### config.mk
export PLATFORM = sky130hd
export DESIGN_NAME = gn3_queue
export DESIGN_NICKNAME = d
export VERILOG_FILES = /design/src/design/gn3_pkg.sv /design/src/design/gn3_queue.sv
export SDC_FILE = /design/constraint.sdc
export NUM_CORES = 1
export LEC_CHECK = 0
export BUFFER_PORTS_ARGS = -buffer_cell sky130_fd_sc_hd__buf_2
export CAP_MARGIN = 20
export CORE_AREA = 2 2 146 148
export DETAILED_ROUTE_END_ITERATION = 7
export DIE_AREA = 0 0 148 150
export PLACE_DENSITY_LB_ADDON = 0.3
export SKIP_CTS_REPAIR_TIMING = 1
export SLEW_MARGIN = 20
export SYNTH_ARGS = -nofsm -noshare
export SYNTH_HDL_FRONTEND = slang
export SYNTH_SLANG_ARGS = --single-unit
### constraint.sdc
create_clock -name i_clk -period 4.9 [get_ports i_clk]
set_input_delay 0.49 -clock i_clk [delete_from_list [all_inputs] [get_ports i_clk]]
set_output_delay 0.49 -clock i_clk [all_outputs]
set_load 0.01 [all_outputs]
### src/design/gn3_pkg.sv
// Shared types and constants for the gradient noise block.
package gn3_pkg;

    localparam int FRAC_BITS_DEF = 16;
    localparam int QUEUE_DEPTH   = 2;

    typedef struct packed {
        logic        mode;
        logic [7:0]  table_index;
        logic [7:0]  table_value;
        logic [23:0] coord_x;
        logic [23:0] coord_y;
        logic [23:0] coord_z;
    } t_in_item;

    typedef struct packed {
        logic signed [17:0] noise_value;
        logic [7:0]         pixel_byte;
        logic               saturated;
        logic               load_done;
    } t_out_item;

    typedef enum logic [3:0] {
        ST_IDLE,
        ST_HASH,
        ST_FADE_A,
        ST_FADE_B,
        ST_GRAD,
        ST_LERP,
        ST_LERP_W,
        ST_FINISH,
        ST_OUT
    } t_state;

    localparam logic MODE_LOAD = 1'b0;
    localparam logic MODE_EVAL = 1'b1;

endpackage

### src/design/gn3_queue.sv
// Two-entry item queue between the front and back ends.
module gn3_queue (
    input  logic              i_clk,
    input  logic              i_rst_n,
    input  logic              i_valid,
    output logic              o_ready,
    input  gn3_pkg::t_in_item i_item,
    output logic              o_valid,
    input  logic              i_ready,
    output gn3_pkg::t_in_item o_item
);
    import gn3_pkg::*;

    t_in_item   r_mem [QUEUE_DEPTH];
    logic       r_wr, r_rd;
    logic [1:0] r_cnt;
    logic       w_push, w_pop;

    assign o_ready = (r_cnt != 2'(QUEUE_DEPTH));
    assign o_valid = (r_cnt != 2'd0);
    assign o_item  = r_mem[r_rd];
    assign w_push  = i_valid && o_ready;
    assign w_pop   = o_valid && i_ready;

    always_ff @(posedge i_clk) begin
        if (w_push) begin
            r_mem[r_wr] <= i_item;
        end
        if (!i_rst_n) begin
            r_wr  <= 1'b0;
            r_rd  <= 1'b0;
            r_cnt <= 2'd0;
        end else begin
            if (w_push) r_wr <= ~r_wr;
            if (w_pop)  r_rd <= ~r_rd;
            r_cnt <= r_cnt + 2'(w_push) - 2'(w_pop);
        end
    end

`ifndef ASSERT_OFF
    a_no_overflow: assert property (@(posedge i_clk) disable iff (!i_rst_n)
        r_cnt <= 2'(QUEUE_DEPTH)) else $error("queue overflow");
    a_pop_nonempty: assert property (@(posedge i_clk) disable iff (!i_rst_n)
        w_pop |-> r_cnt != 2'd0) else $error("pop from empty queue");
    a_count_step: assert property (@(posedge i_clk) disable iff (!i_rst_n)
        (w_push && !w_pop) |=> r_cnt == $past(r_cnt) + 2'd1)
        else $error("queue count slip");
`endif
endmodule

==> metrics.csv <==
metric,value,unit
ys.warnings.count,0,
r2r_cells,5,
initial_core_util,32.3,%
min_delay_worst_endpoint,r_mem[0][72]$_DFFE_PP_,
detailed_place.area,7930,µm²
dieHeight,150,µm
final_core_util,40.9,%
largest_net_degree_at_the_start_of_global_routing,52,
syn_nets,396,
final_cell_area,8460,µm²
overflow_left_after_global_routing,0,
timing.rr.start,r_cnt[0]$_SDFF_PN0_,
cp-end-kind,output port,
powerDensity,502,nW/µm²
worst_hold_path_depth,1,
core_area,20700,µm²
clock_tree.buffer_depth,2,
worst-setup-path-type,reg -> out,
detailedRoute.firstIterationViolations,181,
seq_power_share,48.8,%
crit_fanout,51,
internal_power,0.00312,W
fp.dieW,148,µm
clock.fmax,0.345,GHz
design.portCount,184,
route.antenna.remaining_nets,0,
grt.total_usage,11.0,%
part_of_the_cycle_the_worst_path_needs,59.2,%
insertedDiodeCount,0,
numPortBuffers,183,
async_reset_ff_share,0,%
comb_power_share,21.9,%
fraction_of_final_layout_cells_with_drive_strength_greater_than_1,60.8,%
cap_viol_max_count,0,
wire_length_per_cell,15.8,µm
routed_via_density,4.26,
ir_worst_vdd,0.000231,V
rsz_0062_raised_after_global_routing,no,
crit_arrival,2.41,ns
r2r_slack,2.54,ns
dpl.cell_count,753,
drt_first_pass_iters,4,
place.detailed.hpwl,8.17,mm
die-area,22200,µm²
wirelength,12.4,mm
timing.final.hold_violations,0,
synthesis.instances,301,
area_growth_syn_to_layout,26.5,%
cts-htree-levels,4,
finalNonFillerCells,783,
grt_first_pass_wirelength,18.4,mm
post_synth_edffs,178,
period_needed,2.90,ns
timing.rr.end,r_mem[0][61]$_DFFE_PP_,
timing.critical_path.required,4.41,ns
slowest_stage_cell_on_the_critical_path,sky130_fd_sc_hd__dfxtp_4,
yosys.area.top_type_share,79.9,%
count_of_clock_tree_sinks,183,
syn-cell-area,6690,µm²
setup_viol,0,
synthDistinctLibCells,18,
floorplan.rows,53,
synth.ff_latch_count,183,
min-delay-start,i_item[72],
critPathLaunchType,flop,
drc,0,
grt_antenna_before_repair,1,
tritoncts.num_buffers,17,
ys_top_cells_by_area,"sky130_fd_sc_hd__edfxtp_1, sky130_fd_sc_hd__mux2_2, sky130_fd_sc_hd__mux2_4, sky130_fd_sc_hd__dfxtp_1, sky130_fd_sc_hd__buf_2",
timing.critical_path.cells,"buf_4, mux2_2, buf_2",
layout_skew,0.00974,ns
clk_latency,0.41,ns
via_count,3335,
postSynthAreaPerCell,22.2,µm²
finalWeightedCongestion,0.709,
clk_transition_reported_paths,0.07,ns
slew_headroom,52.1,%
timing_worst_slew_pin_value,0.718,ns
clock-root-buffer,sky130_fd_sc_hd__clkbuf_16,
fin_nets,592,
switching_share,26.5,%
post-synth-top-area-cell,sky130_fd_sc_hd__edfxtp_1,
total_leakage_power,3.13,nW
totalNegativeSetupSlack,0,ns
top_flip_flop_cell_by_instance_count_after_synthesis,sky130_fd_sc_hd__edfxtp_1,
first_global_vias,3634,
report.final.slew_viol_count,0,
share_of_total_power_in_the_clock_network,29.3,%
switching_power_total,0.00112,W
proportion_of_synthesized_chip_area_in_sequential_cells,81.4,%
cts_tree,yes,
status,completed,
cpPeakStageDelay,0.81,ns
hp-class,in -> reg,
hold-worst-slack,0.261,ns
## layout by cell type (no fill, tap or decap), types with 2 or more instances in the layout
cell type                      n
sky130_fd_sc_hd__buf_2       183
sky130_fd_sc_hd__edfxtp_1    178
sky130_fd_sc_hd__mux2_2       79
sky130_fd_sc_hd__clkbuf_16    17
sky130_fd_sc_hd__mux2_4       10
sky130_fd_sc_hd__clkinv_2      5
sky130_fd_sc_hd__buf_4         4
sky130_fd_sc_hd__dfxtp_1       4
sky130_fd_sc_hd__xnor2_1       3
sky130_fd_sc_hd__inv_6         3
sky130_fd_sc_hd__nand2b_1      2
sky130_fd_sc_hd__nand2_1       2
sky130_fd_sc_hd__nor2b_1       2
sky130_fd_sc_hd__and2_1        2
sky130_fd_sc_hd__ha_1          2
sky130_fd_sc_hd__clkinvlp_4    2
## critical path, delay by kind of cell, from the launching register on
kind | cells | cell delay (ns)
buffers and inverters | 2 | 0.74
DFF | 1 | 0.81
muxes | 1 | 0.41
## logic make-up (layout without fill, tap and decap cells)
kind of cell	after synthesis	count (layout)	share of synthesized area (%)
multiplexers	90	90	15.7
flip-flops	183	183	81.4
AND/OR/NAND/NOR	11	11	0.917
buffers and inverters	11	218	1.08
adder cells (fa/ha/maj)	2	2	0.374
AO/OA/AOI/OAI	1	1	0.112
XOR/XNOR	3	3	0.393
## per-layer routing
layer  part of all wire (%)  up-vias  GRT usage (%)
met2                     52      102           19.5
li1                       -     1578              -
met1                     40     1644           11.9
met3                    6.8        9           4.85
met4                   0.86        2           3.38
met5                   0.10        -              0
## synth_stat cells (2+ instances only)
library cell                 n
sky130_fd_sc_hd__xnor2_1     3
sky130_fd_sc_hd__buf_6       3
sky130_fd_sc_hd__ha_1        2
sky130_fd_sc_hd__and2_1      2
sky130_fd_sc_hd__dfxtp_1     5
sky130_fd_sc_hd__mux2_4     10
sky130_fd_sc_hd__nand2b_1    2
sky130_fd_sc_hd__edfxtp_1  178
sky130_fd_sc_hd__nor2b_1     2
sky130_fd_sc_hd__buf_2       7
sky130_fd_sc_hd__nand2_1     2
sky130_fd_sc_hd__mux2_2     79
## per-stage QoR
stage | worst slack [ns] | power [W]
floorplan | 1.49 | 0.00270
global placement | 2.39 | 0.00304
detailed placement | 2.36 | 0.00306
CTS | 1.90 | 0.00432
global route | 1.82 | 0.00446
finish | 2.00 | 0.00425
## state kept, by name, summed over array words and instances (netlist names), named ones only
name,cells
r_cnt,2
r_wr,1
r_rd,1
r_mem,178
## worst max-delay path by stage
stage,depth (start not counted),endpoint,from,slack [ns]
floorplan,3,r_mem[0][0]$_DFFE_PP_,r_cnt[0]$_SDFF_PN0_,1.49
CTS,3,o_item[44],flop,1.90
detailed placement,3,o_item[44],flop,2.36
finish,3,o_item[35],flop,2.00
global route,3,o_item[35],flop,1.82
global placement,3,o_item[44],flop,2.39
## final cells by class
cell class                 count  area (µm²)
clock buffer                  18         429
inverter                       1        3.75
multi-input combinational    107        1180
sequential                   183        5450
timing repair buffer         187         946
tap                          275         344
fill                        1916       12200
clock inverter                12         105
## power by group through the flow
stage | logic [W] | clock network (W) | registers, W
2_1_floorplan | 0.000651 | 0 | 0.00205
3_3_place_gp | 0.000936 | 0 | 0.00210
3_5_place_dp | 0.000951 | 0 | 0.00211
4_1_cts | 0.000956 | 0.00129 | 0.00208
5_1_grt | 0.00102 | 0.00135 | 0.00210
6_report | 0.000931 | 0.00124 | 0.00207
Power figures use the tool's default switching activity.
